--- src/rtl/core/sync_length_checksum_deframer_unit_macros.svh ---
// ----------------------------------------------------------------------------
// Assertion macros for the sync/length/checksum deframer
// Shared overlapping-implication and next-cycle property wrappers.
// ----------------------------------------------------------------------------
`ifndef SYNC_LENGTH_CHECKSUM_DEFRAMER_UNIT_MACROS_SVH
`define SYNC_LENGTH_CHECKSUM_DEFRAMER_UNIT_MACROS_SVH

// cons must hold in the same cycle as ante
`define SLCD_ASSERT_NOW(lbl, clk, rst_n, ante, cons, msg) \
    lbl: assert property (@(posedge clk) disable iff (!rst_n) (ante) |-> (cons)) \
        else $error(msg);

// cons must hold in the cycle after ante
`define SLCD_ASSERT_NEXT(lbl, clk, rst_n, ante, cons, msg) \
    lbl: assert property (@(posedge clk) disable iff (!rst_n) (ante) |=> (cons)) \
        else $error(msg);

`endif

--- src/rtl/core/slcd_pkg.sv ---
// ----------------------------------------------------------------------------
// slcd_pkg
// Types and constants shared by the deframer front end, queue and replay back end.
// ----------------------------------------------------------------------------
package slcd_pkg;

    localparam int MAX_PAYLOAD_DEF = 64;

    localparam int BYTE_W    = 8;
    localparam int LEN_W     = 7;
    localparam int SUM_W     = 16;
    localparam int STATUS_W  = 2;
    localparam int CFG_IDX_W = 1;
    localparam int CFG_W     = 8;

    localparam int QUEUE_DEPTH = 2;
    localparam int QPTR_W      = $clog2(QUEUE_DEPTH);

    localparam logic [CFG_IDX_W-1:0] CFG_START_BYTE = 1'd0;
    localparam logic [CFG_IDX_W-1:0] CFG_MAX_LENGTH = 1'd1;

    localparam logic [BYTE_W-1:0] START_RESET = 8'd2;

    typedef enum logic [STATUS_W-1:0] {
        ST_PAYLOAD  = 2'd0,
        ST_CK_FAIL  = 2'd1,
        ST_EMPTY_OK = 2'd2,
        ST_TOO_LONG = 2'd3
    } t_status;

    typedef enum logic [2:0] {
        PH_HUNT,
        PH_LEN,
        PH_CKHI,
        PH_CKLO,
        PH_DATA
    } t_phase;

    typedef enum logic [1:0] {
        BK_IDLE,
        BK_READ,
        BK_EMIT
    } t_bstate;

    // one queued job: either a single status item or a payload replay
    typedef struct packed {
        logic             replay;
        t_status          status;
        logic             bank;
        logic [LEN_W-1:0] len;
    } t_cmd;

    // back end hands a buffer bank back to the front end
    typedef struct packed {
        logic valid;
        logic bank;
    } t_rel;

endpackage

--- src/rtl/core/slcd_queue.sv ---
// ----------------------------------------------------------------------------
// slcd_queue
// Small register FIFO carrying jobs from the front end to the back end.
// ----------------------------------------------------------------------------
module slcd_queue (
    input  logic          i_clk,
    input  logic          i_rst_n,
    input  logic          i_push,
    input  slcd_pkg::t_cmd i_cmd,
    output logic          o_full,
    output logic          o_valid,
    output slcd_pkg::t_cmd o_cmd,
    input  logic          i_pop
);
    import slcd_pkg::*;

    t_cmd              r_ent [QUEUE_DEPTH];
    logic [QPTR_W-1:0] r_wp;
    logic [QPTR_W-1:0] r_rp;
    logic [QPTR_W:0]   r_cnt;

    assign o_full  = (r_cnt == (QPTR_W+1)'(QUEUE_DEPTH));
    assign o_valid = (r_cnt != '0);
    assign o_cmd   = r_ent[r_rp];

    always_ff @(posedge i_clk) begin
        if (!i_rst_n) begin
            r_wp  <= '0;
            r_rp  <= '0;
            r_cnt <= '0;
        end else begin
            if (i_push) begin
                r_wp <= QPTR_W'(r_wp + 1'b1);
            end
            if (i_pop) begin
                r_rp <= QPTR_W'(r_rp + 1'b1);
            end
            if (i_push && !i_pop) begin
                r_cnt <= (QPTR_W+1)'(r_cnt + 1'b1);
            end else if (!i_push && i_pop) begin
                r_cnt <= (QPTR_W+1)'(r_cnt - 1'b1);
            end
        end
    end

    always_ff @(posedge i_clk) begin
        if (i_push) begin
            r_ent[r_wp] <= i_cmd;
        end
    end

endmodule

--- src/rtl/core/slcd_front.sv ---
// ----------------------------------------------------------------------------
// slcd_front
// Frame parser: start hunt, length, checksum, payload capture and verdict.
// ----------------------------------------------------------------------------
`include "sync_length_checksum_deframer_unit_macros.svh"

module slcd_front #(
    parameter int  MAX_PAYLOAD = slcd_pkg::MAX_PAYLOAD_DEF,
    localparam int AW          = (MAX_PAYLOAD > 1) ? $clog2(MAX_PAYLOAD) : 1
) (
    input  logic                              i_clk,
    input  logic                              i_rst_n,
    input  logic                              i_cfg_we,
    input  logic [slcd_pkg::CFG_IDX_W-1:0]    i_cfg_idx,
    input  logic [slcd_pkg::CFG_W-1:0]        i_cfg_data,
    input  logic                              i_valid,
    output logic                              o_ready,
    input  logic [slcd_pkg::BYTE_W-1:0]       i_data_byte,
    output logic                              o_wr_en,
    output logic [AW:0]                       o_wr_addr,
    output logic [slcd_pkg::BYTE_W-1:0]       o_wr_data,
    output logic                              o_push,
    output slcd_pkg::t_cmd                    o_cmd,
    input  logic                              i_q_full,
    input  slcd_pkg::t_rel                    i_rel
);
    import slcd_pkg::*;

    localparam logic [LEN_W-1:0] MAXP = LEN_W'(MAX_PAYLOAD);

    logic [BYTE_W-1:0] r_start;
    logic [LEN_W-1:0]  r_max_len;
    t_phase            r_phase, n_phase;
    logic [1:0]        r_busy,  n_busy;
    logic              r_bank,  n_bank;
    logic [LEN_W-1:0]  r_len,   n_len;
    logic [LEN_W-1:0]  r_rem,   n_rem;
    logic [SUM_W-1:0]  r_exp,   n_exp;
    logic [SUM_W-1:0]  r_sum,   n_sum;
    logic [AW-1:0]     r_widx,  n_widx;

    logic [LEN_W-1:0]  limit;
    logic [SUM_W-1:0]  sum_add;
    logic              accept;

    assign limit   = (r_max_len > MAXP) ? MAXP : r_max_len;
    assign sum_add = SUM_W'(r_sum + {{(SUM_W-BYTE_W){1'b0}}, i_data_byte});
    assign o_ready = !i_q_full && !(r_phase == PH_DATA && r_busy[r_bank]);
    assign accept  = i_valid && o_ready;

    assign o_wr_addr = {r_bank, r_widx};
    assign o_wr_data = i_data_byte;

    always_ff @(posedge i_clk) begin
        if (!i_rst_n) begin
            r_start   <= START_RESET;
            r_max_len <= MAXP;
        end else if (i_cfg_we) begin
            case (i_cfg_idx)
                CFG_START_BYTE: r_start   <= i_cfg_data;
                CFG_MAX_LENGTH: r_max_len <= i_cfg_data[LEN_W-1:0];
                default: ;
            endcase
        end
    end

    always_ff @(posedge i_clk) begin
        if (!i_rst_n) begin
            r_phase <= PH_HUNT;
            r_busy  <= '0;
            r_bank  <= 1'b0;
        end else begin
            r_phase <= n_phase;
            r_busy  <= n_busy;
            r_bank  <= n_bank;
        end
    end

    always_ff @(posedge i_clk) begin
        r_len  <= n_len;
        r_rem  <= n_rem;
        r_exp  <= n_exp;
        r_sum  <= n_sum;
        r_widx <= n_widx;
    end

    always_comb begin
        n_phase = r_phase;
        n_bank  = r_bank;
        n_len   = r_len;
        n_rem   = r_rem;
        n_exp   = r_exp;
        n_sum   = r_sum;
        n_widx  = r_widx;
        o_wr_en = 1'b0;
        o_push  = 1'b0;
        o_cmd   = '0;
        if (accept) begin
            case (r_phase)
                PH_HUNT: begin
                    if (i_data_byte == r_start) begin
                        n_phase = PH_LEN;
                    end
                end
                PH_LEN: begin
                    n_len = i_data_byte[LEN_W-1:0];
                    if ({1'b0, limit} < i_data_byte) begin
                        o_push        = 1'b1;
                        o_cmd.status  = ST_TOO_LONG;
                        n_phase       = PH_HUNT;
                    end else begin
                        n_phase = PH_CKHI;
                    end
                end
                PH_CKHI: begin
                    n_exp   = {i_data_byte, {BYTE_W{1'b0}}};
                    n_phase = PH_CKLO;
                end
                PH_CKLO: begin
                    n_exp  = {r_exp[SUM_W-1:BYTE_W], i_data_byte};
                    n_sum  = '0;
                    n_widx = '0;
                    n_rem  = r_len;
                    if (r_len == '0) begin
                        o_push       = 1'b1;
                        o_cmd.status = ({r_exp[SUM_W-1:BYTE_W], i_data_byte} == '0) ?
                                       ST_EMPTY_OK : ST_CK_FAIL;
                        n_phase      = PH_HUNT;
                    end else begin
                        n_phase = PH_DATA;
                    end
                end
                PH_DATA: begin
                    o_wr_en = 1'b1;
                    n_widx  = AW'(r_widx + 1'b1);
                    n_sum   = sum_add;
                    n_rem   = LEN_W'(r_rem - 1'b1);
                    if (r_rem == LEN_W'(1)) begin
                        o_push  = 1'b1;
                        n_phase = PH_HUNT;
                        if (sum_add == r_exp) begin
                            o_cmd.replay = 1'b1;
                            o_cmd.status = ST_PAYLOAD;
                            o_cmd.bank   = r_bank;
                            o_cmd.len    = r_len;
                            n_bank       = ~r_bank;
                        end else begin
                            o_cmd.status = ST_CK_FAIL;
                        end
                    end
                end
                default: begin
                    n_phase = PH_HUNT;
                end
            endcase
        end
    end

    always_comb begin
        n_busy = r_busy;
        if (i_rel.valid) begin
            n_busy[i_rel.bank] = 1'b0;
        end
        if (o_push && o_cmd.replay) begin
            n_busy[r_bank] = 1'b1;
        end
    end

    `SLCD_ASSERT_NOW(a_data_bank_free, i_clk, i_rst_n,
        accept && r_phase == PH_DATA, !r_busy[r_bank], "payload written into busy bank")
    `SLCD_ASSERT_NOW(a_push_room, i_clk, i_rst_n,
        o_push, !i_q_full, "job pushed into full queue")
    `SLCD_ASSERT_NEXT(a_busy_set, i_clk, i_rst_n,
        o_push && o_cmd.replay, r_busy[$past(r_bank)] && r_bank != $past(r_bank),
        "replayed bank not held")

endmodule

--- src/rtl/core/slcd_back.sv ---
// ----------------------------------------------------------------------------
// slcd_back
// Payload buffer and job executor: replays verified payloads, sends status items.
// ----------------------------------------------------------------------------
`include "sync_length_checksum_deframer_unit_macros.svh"

module slcd_back #(
    parameter int  MAX_PAYLOAD = slcd_pkg::MAX_PAYLOAD_DEF,
    localparam int AW          = (MAX_PAYLOAD > 1) ? $clog2(MAX_PAYLOAD) : 1
) (
    input  logic                             i_clk,
    input  logic                             i_rst_n,
    input  logic                             i_wr_en,
    input  logic [AW:0]                      i_wr_addr,
    input  logic [slcd_pkg::BYTE_W-1:0]      i_wr_data,
    input  logic                             i_q_valid,
    input  slcd_pkg::t_cmd                   i_cmd,
    output logic                             o_pop,
    output slcd_pkg::t_rel                   o_rel,
    output logic                             o_valid,
    input  logic                             i_ready,
    output logic [slcd_pkg::BYTE_W-1:0]      o_out_byte,
    output logic [slcd_pkg::STATUS_W-1:0]    o_status,
    output logic                             o_last
);
    import slcd_pkg::*;

    logic [BYTE_W-1:0] r_mem [2**(AW+1)];
    logic [BYTE_W-1:0] r_rd_data;

    t_bstate           r_state, n_state;
    logic              r_bank,  n_bank;
    logic [LEN_W-1:0]  r_cnt,   n_cnt;
    logic [AW-1:0]     r_k,     n_k;

    logic              r_out_valid, n_out_valid;
    logic [BYTE_W-1:0] r_out_byte,  n_out_byte;
    t_status           r_out_status, n_out_status;
    logic              r_out_last,  n_out_last;

    logic              out_free;
    logic              rd_en;
    logic              load;

    assign out_free   = !r_out_valid || i_ready;
    assign o_valid    = r_out_valid;
    assign o_out_byte = r_out_byte;
    assign o_status   = r_out_status;
    assign o_last     = r_out_last;

    always_ff @(posedge i_clk) begin
        if (i_wr_en) begin
            r_mem[i_wr_addr] <= i_wr_data;
        end
        if (rd_en) begin
            r_rd_data <= r_mem[{r_bank, r_k}];
        end
    end

    always_ff @(posedge i_clk) begin
        if (!i_rst_n) begin
            r_state     <= BK_IDLE;
            r_out_valid <= 1'b0;
        end else begin
            r_state     <= n_state;
            r_out_valid <= n_out_valid;
        end
    end

    always_ff @(posedge i_clk) begin
        r_bank       <= n_bank;
        r_cnt        <= n_cnt;
        r_k          <= n_k;
        r_out_byte   <= n_out_byte;
        r_out_status <= n_out_status;
        r_out_last   <= n_out_last;
    end

    always_comb begin
        n_state      = r_state;
        n_bank       = r_bank;
        n_cnt        = r_cnt;
        n_k          = r_k;
        n_out_byte   = r_out_byte;
        n_out_status = r_out_status;
        n_out_last   = r_out_last;
        o_pop        = 1'b0;
        o_rel        = '0;
        rd_en        = 1'b0;
        load         = 1'b0;
        case (r_state)
            BK_IDLE: begin
                if (i_q_valid) begin
                    if (i_cmd.replay) begin
                        o_pop   = 1'b1;
                        n_bank  = i_cmd.bank;
                        n_cnt   = i_cmd.len;
                        n_k     = '0;
                        n_state = BK_READ;
                    end else if (out_free) begin
                        o_pop        = 1'b1;
                        load         = 1'b1;
                        n_out_byte   = '0;
                        n_out_status = i_cmd.status;
                        n_out_last   = 1'b1;
                    end
                end
            end
            BK_READ: begin
                rd_en   = 1'b1;
                n_state = BK_EMIT;
            end
            BK_EMIT: begin
                if (out_free) begin
                    load         = 1'b1;
                    n_out_byte   = r_rd_data;
                    n_out_status = ST_PAYLOAD;
                    n_out_last   = (r_cnt == LEN_W'(1));
                    if (r_cnt == LEN_W'(1)) begin
                        o_rel.valid = 1'b1;
                        o_rel.bank  = r_bank;
                        n_state     = BK_IDLE;
                    end else begin
                        n_cnt   = LEN_W'(r_cnt - 1'b1);
                        n_k     = AW'(r_k + 1'b1);
                        n_state = BK_READ;
                    end
                end
            end
            default: begin
                n_state = BK_IDLE;
            end
        endcase
        if (load) begin
            n_out_valid = 1'b1;
        end else if (i_ready) begin
            n_out_valid = 1'b0;
        end else begin
            n_out_valid = r_out_valid;
        end
    end

    `SLCD_ASSERT_NOW(a_status_zero, i_clk, i_rst_n,
        r_out_valid && r_out_status != ST_PAYLOAD, r_out_byte == '0 && r_out_last,
        "status item with data or without last")
    `SLCD_ASSERT_NEXT(a_release_last, i_clk, i_rst_n,
        o_rel.valid, r_out_valid && r_out_last && r_out_status == ST_PAYLOAD,
        "bank released before final payload item")
    `SLCD_ASSERT_NOW(a_emit_after_read, i_clk, i_rst_n,
        r_state == BK_EMIT, $past(r_state) == BK_READ || $past(r_state) == BK_EMIT,
        "emit without buffer read")

endmodule

--- src/rtl/core/sync_length_checksum_deframer_unit.sv ---
// ----------------------------------------------------------------------------
// sync_length_checksum_deframer_unit
// Start-byte / length / 16-bit additive checksum packet deframer.
// ----------------------------------------------------------------------------
// Bytes enter one item per cycle into the parser, which hunts for the start
// byte, reads the length and big-endian checksum, and writes the payload into
// one of two buffer banks while summing it. Its verdict goes through a
// two-entry job queue to the back end, which sends one status item, or
// replays a verified payload, loading each buffer read into the output
// register before the next read. Input stalls only while that queue is full
// or the bank it would write is still being replayed. The buffer needs no
// clearing pass; the block accepts items from the first cycle after reset.
// ----------------------------------------------------------------------------
module sync_length_checksum_deframer_unit #(
    parameter int MAX_PAYLOAD = slcd_pkg::MAX_PAYLOAD_DEF
) (
    input  logic                             i_clk,
    input  logic                             i_rst_n,
    input  logic                             i_cfg_we,
    input  logic [slcd_pkg::CFG_IDX_W-1:0]   i_cfg_idx,
    input  logic [slcd_pkg::CFG_W-1:0]       i_cfg_data,
    input  logic                             i_valid,
    output logic                             o_ready,
    input  logic [slcd_pkg::BYTE_W-1:0]      i_data_byte,
    output logic                             o_valid,
    input  logic                             i_ready,
    output logic [slcd_pkg::BYTE_W-1:0]      o_out_byte,
    output logic [slcd_pkg::STATUS_W-1:0]    o_status,
    output logic                             o_last
);
    import slcd_pkg::*;

    localparam int AW = (MAX_PAYLOAD > 1) ? $clog2(MAX_PAYLOAD) : 1;

    logic              wr_en;
    logic [AW:0]       wr_addr;
    logic [BYTE_W-1:0] wr_data;
    logic              push;
    t_cmd              push_cmd;
    logic              q_full;
    logic              q_valid;
    t_cmd              q_cmd;
    logic              pop;
    t_rel              rel;

    slcd_front #(
        .MAX_PAYLOAD (MAX_PAYLOAD)
    ) u_front (
        .i_clk       (i_clk),
        .i_rst_n     (i_rst_n),
        .i_cfg_we    (i_cfg_we),
        .i_cfg_idx   (i_cfg_idx),
        .i_cfg_data  (i_cfg_data),
        .i_valid     (i_valid),
        .o_ready     (o_ready),
        .i_data_byte (i_data_byte),
        .o_wr_en     (wr_en),
        .o_wr_addr   (wr_addr),
        .o_wr_data   (wr_data),
        .o_push      (push),
        .o_cmd       (push_cmd),
        .i_q_full    (q_full),
        .i_rel       (rel)
    );

    slcd_queue u_queue (
        .i_clk   (i_clk),
        .i_rst_n (i_rst_n),
        .i_push  (push),
        .i_cmd   (push_cmd),
        .o_full  (q_full),
        .o_valid (q_valid),
        .o_cmd   (q_cmd),
        .i_pop   (pop)
    );

    slcd_back #(
        .MAX_PAYLOAD (MAX_PAYLOAD)
    ) u_back (
        .i_clk      (i_clk),
        .i_rst_n    (i_rst_n),
        .i_wr_en    (wr_en),
        .i_wr_addr  (wr_addr),
        .i_wr_data  (wr_data),
        .i_q_valid  (q_valid),
        .i_cmd      (q_cmd),
        .o_pop      (pop),
        .o_rel      (rel),
        .o_valid    (o_valid),
        .i_ready    (i_ready),
        .o_out_byte (o_out_byte),
        .o_status   (o_status),
        .o_last     (o_last)
    );

endmodule

--- config.mk ---
export PLATFORM = sky130hd
export DESIGN_NAME = sync_length_checksum_deframer_unit
export DESIGN_NICKNAME = d
export VERILOG_FILES = /design/src/rtl/core/slcd_pkg.sv /design/src/rtl/core/slcd_queue.sv /design/src/rtl/core/slcd_front.sv /design/src/rtl/core/slcd_back.sv /design/src/rtl/core/sync_length_checksum_deframer_unit.sv
export VERILOG_INCLUDE_DIRS = /design/src /design/src/rtl/core
export SDC_FILE = /design/constraint.sdc
export NUM_CORES = 1
export LEC_CHECK = 0
export BUFFER_PORTS_ARGS = -buffer_cell sky130_fd_sc_hd__buf_2
export CAP_MARGIN = 25
export CELL_PAD_IN_SITES_DETAIL_PLACEMENT = 0
export CELL_PAD_IN_SITES_GLOBAL_PLACEMENT = 1
export CORE_MARGIN = 2
export CORE_UTILIZATION = 40
export CTS_CLUSTER_DIAMETER = 80
export DETAILED_ROUTE_END_ITERATION = 12
export HOLD_SLACK_MARGIN = 0.02
export PLACE_DENSITY_LB_ADDON = 0.2
export SKIP_LAST_GASP = 1
export SLEW_MARGIN = 15
export SYNTH_ARGS = -nofsm -noshare
export SYNTH_HDL_FRONTEND = slang
export SYNTH_SLANG_ARGS = --single-unit
--- constraint.sdc ---
create_clock -name i_clk -period 8.79 [get_ports i_clk]
set_input_delay 0.4395 -clock i_clk [delete_from_list [all_inputs] [get_ports i_clk]]
set_output_delay 0.4395 -clock i_clk [all_outputs]
set_load 0.01 [all_outputs]
==> summary.md, run 1 <==
| Metric | Value |
|---|---|
| Filler cells | `9517` |
| Kind of end point of the critical path | `flip-flop` |
| Lkg Pwr | `16.7 nW` |
| First-pass GRT wire length | `167 mm` |
| Netlist area before placement | `0.0463 mm^2` |
| Count of endpoints failing setup in the final report | `0` |
| Count of flip-flops with a built-in enable after synthesis | `1131` |
| Number of global-route vias before repair | `23100` |
| Count of instances resized after the clock tree is built | `0` |
| Max Fanout on Critical Path | `61` |
| Clk_lat worst skew | `700 ps` |
| Via-to-Cell Ratio | `5.62` |
| Worst IR Drop VDD | `0.000168 V` |
| Reg power frac | `47.5%` |
| Total number of vias | `22600` |
| Max Clock Freq | `0.238 GHz` |
| Clock H-tree levels | `3` |
| Critical Path, Cell by Cell | `buf_12 > buf_4 > mux4_2 > mux4_2 > mux4_2 > mux2_2` |
| Area of the multi-input gates | `0.0113 mm^2` |
| Clock transition at the registers of the reported paths | `60 ps` |
| Hold Startpoint | `i_rst_n` |
| Final Slew Violations | `0` |
| Per-instance average area after synthesis | `20.5 um^2` |
| WP data required | `9240 ps` |
| WL/cell | `28.9 um` |
| CP top delay family | `multiplexers` |
| Number of max-capacitance violations reported | `0` |
| Min Clock Period, post-route | `4200 ps` |
| Top flip-flop cell by instance count after synthesis | `sky130_fd_sc_hd__edfxtp_1` |
| Post-layout util | `46.1%` |
| Post-route clock skew | `20.7 ps` |
| Number of buffers created by CTS | `119` |
| R2r setup slk | `4590 ps` |
| Net count of the finished layout | `2452` |
| Slew HR | `28.4%` |
| Routability Congestion | `0.812` |
| Syn Inst Count | `2264` |
| Logic depth of the worst register-to-register path | `6` |
| Crit Path Category | `reg -> reg` |
| Number of antenna violations at the first check in global routing | `7` |
| Switching share of power | `24.4%` |
| Routed Wire Length | `116 mm` |
| Longest individual stage delay on the worst path | `720 ps` |
| TritonCTS clock tree | `done` |
| CP Launch Type | `flip-flop` |
| Clock share of power | `37.5%` |
| Initial Utilization | `40.4%` |
| Worst Tran Pin Value | `1070 ps` |
| Antenna violation net count after detailed routing | `0` |
| Slowest cell on the critical path | `sky130_fd_sc_hd__buf_4` |
| Die Outline Area | `0.119 mm^2` |
| Core ar. | `0.115 mm^2` |
| I/O Pins | `35` |
| Number of DRC violations after detailed routing | `0` |
| Most common library cell in the layout ignoring fill and taps | `sky130_fd_sc_hd__edfxtp_1` |
| Total negative slack | `0 ps` |
| Leading cell types in the layout, fill and taps excluded | `sky130_fd_sc_hd__edfxtp_1, sky130_fd_sc_hd__mux4_2, sky130_fd_sc_hd__nor2_1` |
| Unrepaired setup endpoints after global routing | `no` |
| Post-synthesis sequential area ratio | `74.5%` |
| Hold Vio Cnt, Final | `0` |
| Unique cell type count in the Yosys netlist | `62` |
| Ratio of final minimum period to clock period | `47.8%` |
| Ys async rst share | `0%` |
| Row count | `124` |
| Power per standard cell area | `249 mW/mm^2` |
| Critical register-to-register path startpoint | `u_back.r_k[0]$_SDFFCE_PN0P_` |
| Y dimension of the die | `344 um` |
| Hold Path Class | `in -> reg` |
| Detailed Place HPWL | `73.8 mm` |
| Number of nets in the synthesized netlist | `2308` |
| Crit path top cell by count | `sky130_fd_sc_hd__mux4_2` |
| Maximum number of pins on one net before global-route repair | `140` |
| Internal Dissipation | `0.00992 W` |
| Ratio of cells with drive above 1 in the final layout | `26.3%` |
| Number of cells on the worst hold path | `2` |
| Result of the run | `complete, no violations` |
| Power dissipated by switching net loads | `0.00321 W` |
| Data arrival time of the critical path | `4660 ps` |
| Die Span X | `344 um` |
| Quantity of I/O buffers inserted on ports | `34` |
| Iteration-0 DRC count of the detailed router | `2311` |
| Number of clock sinks | `1160` |
| Worst R2R End | `u_back.r_rd_data[3]$_DFFE_PN_` |
| Total congestion overflow | `0` |
| Synth warnings | `0` |
| Synth-to-Final Area Change | `14.0%` |
| Reg area | `0.0345 mm^2` |
| Part of the total power dissipated in combinational logic | `15.0%` |
| Root cell of the clock tree | `sky130_fd_sc_hd__clkbuf_16` |
| CP bufs+invs | `2` |
| End of the worst hold path | `u_front.r_start[1]$_SDFFE_PN1P_` |
| First-pass DRT Iterations | `7` |
| Post-synthesis sequential element count | `1160` |
| Longest Clk Path Bufs | `3` |
| Total routing resource utilization after global routing | `19.8%` |
cells in the mapped netlist, types with 3 or more instances:
| library cell | count | area, um^2 |
|---|---|---|
| sky130_fd_sc_hd__buf_2 | 27 | 135 |
| sky130_fd_sc_hd__nand3_1 | 31 | 155 |
| sky130_fd_sc_hd__and2_1 | 25 | 156 |
| sky130_fd_sc_hd__nor2_1 | 204 | 766 |
| sky130_fd_sc_hd__o21a_1 | 5 | 37.5 |
| sky130_fd_sc_hd__a31oi_1 | 3 | 18.8 |
| sky130_fd_sc_hd__inv_1 | 15 | 56.3 |
| sky130_fd_sc_hd__o21ai_0 | 18 | 90.1 |
| sky130_fd_sc_hd__nor4_1 | 7 | 43.8 |
| sky130_fd_sc_hd__clkbuf_1 | 70 | 263 |
| sky130_fd_sc_hd__a21o_1 | 6 | 45.0 |
| sky130_fd_sc_hd__a22oi_1 | 5 | 37.5 |
| sky130_fd_sc_hd__edfxtp_1 | 1131 | 34000 |
| sky130_fd_sc_hd__nand2b_1 | 7 | 43.8 |
| sky130_fd_sc_hd__xor2_1 | 22 | 193 |
| sky130_fd_sc_hd__nor3_1 | 15 | 75.1 |
| sky130_fd_sc_hd__o31ai_1 | 5 | 37.5 |
| sky130_fd_sc_hd__nor2b_1 | 22 | 138 |
| sky130_fd_sc_hd__buf_1 | 15 | 56.3 |
| sky130_fd_sc_hd__a21boi_0 | 5 | 37.5 |
| sky130_fd_sc_hd__nand4_1 | 10 | 62.6 |
| sky130_fd_sc_hd__xnor2_1 | 33 | 289 |
| sky130_fd_sc_hd__mux2_2 | 10 | 113 |
| sky130_fd_sc_hd__and3_1 | 10 | 62.6 |
| sky130_fd_sc_hd__or3_1 | 7 | 43.8 |
| sky130_fd_sc_hd__ha_1 | 21 | 263 |
| sky130_fd_sc_hd__buf_6 | 3 | 33.8 |
| sky130_fd_sc_hd__mux2i_1 | 9 | 90.1 |
| sky130_fd_sc_hd__dfxtp_1 | 29 | 581 |
| sky130_fd_sc_hd__a211oi_1 | 9 | 67.6 |
| sky130_fd_sc_hd__nand2_1 | 75 | 282 |
| sky130_fd_sc_hd__mux4_2 | 336 | 7570 |
| sky130_fd_sc_hd__a21oi_1 | 37 | 185 |
layout make-up:
class                      instances  share of cell area, %
antenna                            1                0.00474
clock buffer                     145                   5.90
clock inverter                    80                   1.26
inverter                          16                  0.114
multi-input combinational        971                   21.3
sequential                      1160                   65.4
tap                             1512                   3.58
timing repair buffer             140                   2.39
layer usage:
| layer | vias up | part of all wire, % | GRT usage, % |
|---|---|---|---|
| met5 | - | 0.0069 | 0 |
| met2 | 729 | 49 | 32.0 |
| li1 | 9596 | - | - |
| met4 | 2 | 2.2 | 5.25 |
| met1 | 12100 | 42 | 27.1 |
| met3 | 153 | 7.4 | 4.84 |
cells by family after synthesis:
logic type	synth area share, %
compound gates	1.57
mux	16.8
buf+inv	1.21
xor+xnor	1.14
flops	74.5
fa+ha+maj	0.610
simple gates	4.16
power groups by stage:
stage,registers [W],clock network (W),logic (W)
6_report,0.00623,0.00492,0.00197
5_1_grt,0.00624,0.00523,0.00210
4_1_cts,0.00623,0.00502,0.00200
3_5_place_dp,0.00635,0,0.00199
3_3_place_gp,0.00636,0,0.00196
2_1_floorplan,0.00629,0,0.00133
registers in the layout, summed over array words and instances (netlist names), 2 cells and up, named ones only:
register / flops
u_front.r_sum: 16
u_front.r_widx: 6
u_front.r_len: 7
u_back.o_out_byte: 8
u_front.r_phase: 3
u_front.r_max_len: 7
u_back.o_status: 2
u_back.r_cnt: 7
u_front.r_rem: 7
u_queue.r_ent: 22
u_back.r_rd_data: 8
u_queue.r_cnt: 2
u_back.r_mem: 1024
u_back.r_state: 2
u_front.r_start: 8
u_back.r_k: 6
u_front.r_busy: 2
u_front.r_exp: 16
metrics by stage:
step	worst slack [ps]	cell area, um^2	total power (W)	instances	hold WS (ps)
2_1_floorplan	5440	46300	0.00763	2264	432
3_3_place_gp	4040	48300	0.00832	3736	451
4_1_cts	4520	52700	0.0133	4014	22.2
6_report	4590	52800	0.0131	4025	64.8
5_1_grt	4370	52800	0.0136	4024	50.5
3_5_place_dp	4520	48800	0.00834	3781	463
how the worst max path moves through the flow:
stage	start	endpoint	slack [ps]	depth (start not counted)
6_report	u_back.r_k[0]$_SDFFCE_PN0P_	u_back.r_rd_data[3]$_DFFE_PN_	4590	6
2_1_floorplan	u_front.r_phase[1]$_SDFFE_PN0P_	u_front.r_rem[0]$_DFFE_PP_	5440	7
5_1_grt	u_back.r_k[0]$_SDFFCE_PN0P_	u_back.r_rd_data[4]$_DFFE_PN_	4370	6
4_1_cts	u_back.r_k[0]$_SDFFCE_PN0P_	u_back.r_rd_data[3]$_DFFE_PN_	4520	6
3_3_place_gp	u_back.r_k[0]$_SDFFCE_PN0P_	u_back.r_rd_data[3]$_DFFE_PN_	4040	6
3_5_place_dp	u_back.r_k[0]$_SDFFCE_PN0P_	u_back.r_rd_data[3]$_DFFE_PN_	4520	6
timing repair:
item                      4_1_cts  5_1_grt
hold endpoints to repair       15        0
hold buffers                    8        0
buffers inserted                0        0
Power figures use the tool's default switching activity.
==> run 2, diff against run 1 <==
==> constraint.sdc (replaced) <==
create_clock -name i_clk -period 4.1 [get_ports i_clk]
set_input_delay 0.205 -clock i_clk [delete_from_list [all_inputs] [get_ports i_clk]]
set_output_delay 0.205 -clock i_clk [all_outputs]
set_load 0.01 [all_outputs]
==> run 2 against run 1 <==
  * Die area is the same
  * Register-to-register slack worse by 4200 ps
  * First-iteration DRC count is 2.5% lower
  * Worst hold slack worse by 12 ps
  * Combinational power grew 130%
  * Clock-buffer cell count rose by 2
  * Largest cell class unchanged
==> summary.md, run 2 (synthesized netlist as in run 1, its figures left out) <==
| Metric | Value |
|---|---|
| I/O Pins | `35` |
| Ratio of cells with drive above 1 in the final layout | `29.2%` |
| Area of the multi-input gates | `0.0112 mm^2` |
| Routed Wire Length | `114 mm` |
| Slack of the critical path | `421 ps` |
| Count of hold-fix buffers inserted at cts | `22` |
| Internal Dissipation | `0.0212 W` |
| First-pass GRT wire length | `166 mm` |
| Number of buffers created by CTS | `120` |
| Standard cell area after detailed placement | `0.0496 mm^2` |
| Critical register-to-register path startpoint | `u_front.r_sum[0]$_SDFFCE_PN0P_` |
| Flip-flop count of the largest register, all copies and words added | `1024` |
| Top reg by flops | `u_back.r_mem` |
| Kind of end point of the critical path | `flip-flop` |
| Result of the run | `complete, no violations` |
| Iteration-0 DRC count of the detailed router | `2254` |
| Crit Path Category | `reg -> reg` |
| Logic depth of the worst register-to-register path | `10` |
| Row count | `124` |
| Min Clock Period, post-route | `3680 ps` |
| Y dimension of the die | `344 um` |
| Detailed Place HPWL | `71.9 mm` |
| Power per standard cell area | `526 mW/mm^2` |
| Most common library cell in the layout ignoring fill and taps | `sky130_fd_sc_hd__edfxtp_1` |
| Hold Path Class | `in -> reg` |
| Setup Slack @ Placement | `454 ps` |
| Clk_lat worst skew | `730 ps` |
| Total congestion overflow | `0` |
| CP Launch Type | `flip-flop` |
| Count of instances resized after the clock tree is built | `0` |
| Max Clock Freq | `0.272 GHz` |
| Die Outline Area | `0.119 mm^2` |
| Worst R2R End | `u_queue.r_ent[0][6]$_DFFE_PP_` |
| Slowest cell on the critical path | `sky130_fd_sc_hd__a221oi_2` |
| Filler cells | `9514` |
| Critical Path, Cell by Cell | `ha_1 > fa_1 > a21o_1 > a221oi_2 > a21oi_1 > and3_1 > xnor2_1 > nand4_1 > nor3_2 > and2_1` |
| Clock H-tree levels | `3` |
| Maximum number of pins on one net before global-route repair | `132` |
| Number of global-route vias before repair | `23500` |
| Leading cell types in the layout, fill and taps excluded | `sky130_fd_sc_hd__edfxtp_1, sky130_fd_sc_hd__mux4_2, sky130_fd_sc_hd__nor2_1` |
| Clock transition at the registers of the reported paths | `60 ps` |
| Routability Congestion | `0.821` |
| Number of max-capacitance violations reported | `0` |
| Net count of the finished layout | `2570` |
| Part of the total power dissipated in combinational logic | `15.7%` |
| Number of antenna violations at the first check in global routing | `10` |
| Post-route clock skew | `41.7 ps` |
| Beginning of the critical path | `u_front.r_sum[0]$_SDFFCE_PN0P_` |
| Slew HR | `32.2%` |
| Number of DRC violations after detailed routing | `0` |
| Top flop regs | `u_back.r_mem x1024, u_queue.r_ent x22` |
| Final Slew Violations | `0` |
| TritonCTS clock tree | `done` |
| Longest Clk Path Bufs | `3` |
| Antenna diodes | `0` |
| Unrepaired setup endpoints after global routing | `no` |
| Via-to-Cell Ratio | `5.55` |
| Post-route non-filler standard cell count | `4143` |
| Ratio of final minimum period to clock period | `89.7%` |
| Total number of vias | `23000` |
| Synth-to-Final Area Change | `15.8%` |
| Number of clock sinks | `1160` |
| Core ar. | `0.115 mm^2` |
| WL/cell | `27.6 um` |
| Root cell of the clock tree | `sky130_fd_sc_hd__clkbuf_16` |
| Total routing resource utilization after global routing | `19.5%` |
| First-pass DRT Iterations | `6` |
| Count of endpoints failing setup in the final report | `0` |
| Power dissipated by switching net loads | `0.00701 W` |
| Max Fanout on Critical Path | `9` |
| Clock share of power | `37.3%` |
| Post-route standard cell area excluding fillers | `0.0537 mm^2` |
| Total negative slack | `0 ps` |
| WP data required | `4660 ps` |
| Number of setup buffers added after CTS | `0` |
| Placed insts | `3893` |
| Critical path destination | `u_queue.r_ent[0][6]$_DFFE_PP_` |
| Die Span X | `344 um` |
| Switching share of power | `24.8%` |
| Longest individual stage delay on the worst path | `530 ps` |
| R2r setup slk | `420 ps` |
| Antenna violation net count after detailed routing | `0` |
| Worst IR Drop VDD | `0.000316 V` |
| Hold Startpoint | `i_data_byte[3]` |
| Quantity of I/O buffers inserted on ports | `34` |
| Hold Vio Cnt, Final | `0` |
| Reg area | `0.0345 mm^2` |
| Worst Tran Pin Value | `1020 ps` |
| Lkg Pwr | `17.3 nW` |
| Data arrival time of the critical path | `4240 ps` |
| Initial Utilization | `40.4%` |
| Reg power frac | `47.0%` |
-- run 2: area by class of cell --
type	count	area share (%)
Clock buffer	147	5.86
Multi-Input combinational cell	971	21.0
Timing Repair Buffer	257	3.97
Sequential cell	1160	64.4
Tap cell	1512	3.52
Inverter	16	0.112
Clock inverter	80	1.23
-- run 2: worst min path at each step --
stage               cells after the start  slack, ps                                 to
finish                                  3         50     u_front.r_exp[3]$_SDFFCE_PN0P_
global route                            3         50        u_front.r_exp[11]$_DFFE_PP_
CTS                                     3         30     u_front.r_exp[3]$_SDFFCE_PN0P_
detailed placement                      2        450  u_front.r_max_len[2]$_SDFFE_PN0P_
global placement                        2        450  u_front.r_max_len[2]$_SDFFE_PN0P_
floorplan                               0        300       u_back.r_mem[0][0]$_DFFE_PP_
-- run 2: critical path, delay by kind of cell (launching register included) --
kind | cells | cell delay [ps]
compound gates | 3 | 1000
simple gates | 4 | 1330
xor+xnor | 1 | 180
fa+ha+maj | 2 | 630
flops | 1 | 370
-- run 2: power groups by stage --
stage	sequential, W	combinational [W]	clock [W]
6_report	0.0133	0.00444	0.0105
5_1_grt	0.0133	0.00472	0.0112
4_1_cts	0.0133	0.00453	0.0108
3_5_place_dp	0.0135	0.00450	0
3_3_place_gp	0.0135	0.00448	0
2_1_floorplan	0.0135	0.00286	0
-- run 2: layer usage --
layer | GRT usage [%] | vias up | wire length [um]
met2 | 31.1 | 726 | 54400
met4 | 4.51 | 2 | 2430
met1 | 27.8 | 12300 | 50300
met3 | 3.83 | 167 | 7040
met5 | 0 | - | 13
li1 | - | 9830 | -
-- run 2: stage by stage --
stage | power, W | hold WS [ps] | util (%)
after floorplan | 0.0164 | 304 | -
after global placement | 0.0180 | 453 | 43.3
after detailed placement | 0.0180 | 452 | 43.3
after CTS | 0.0286 | 32.6 | 46.8
after global routing | 0.0292 | 47.6 | 46.8
final | 0.0282 | 53.0 | 46.8
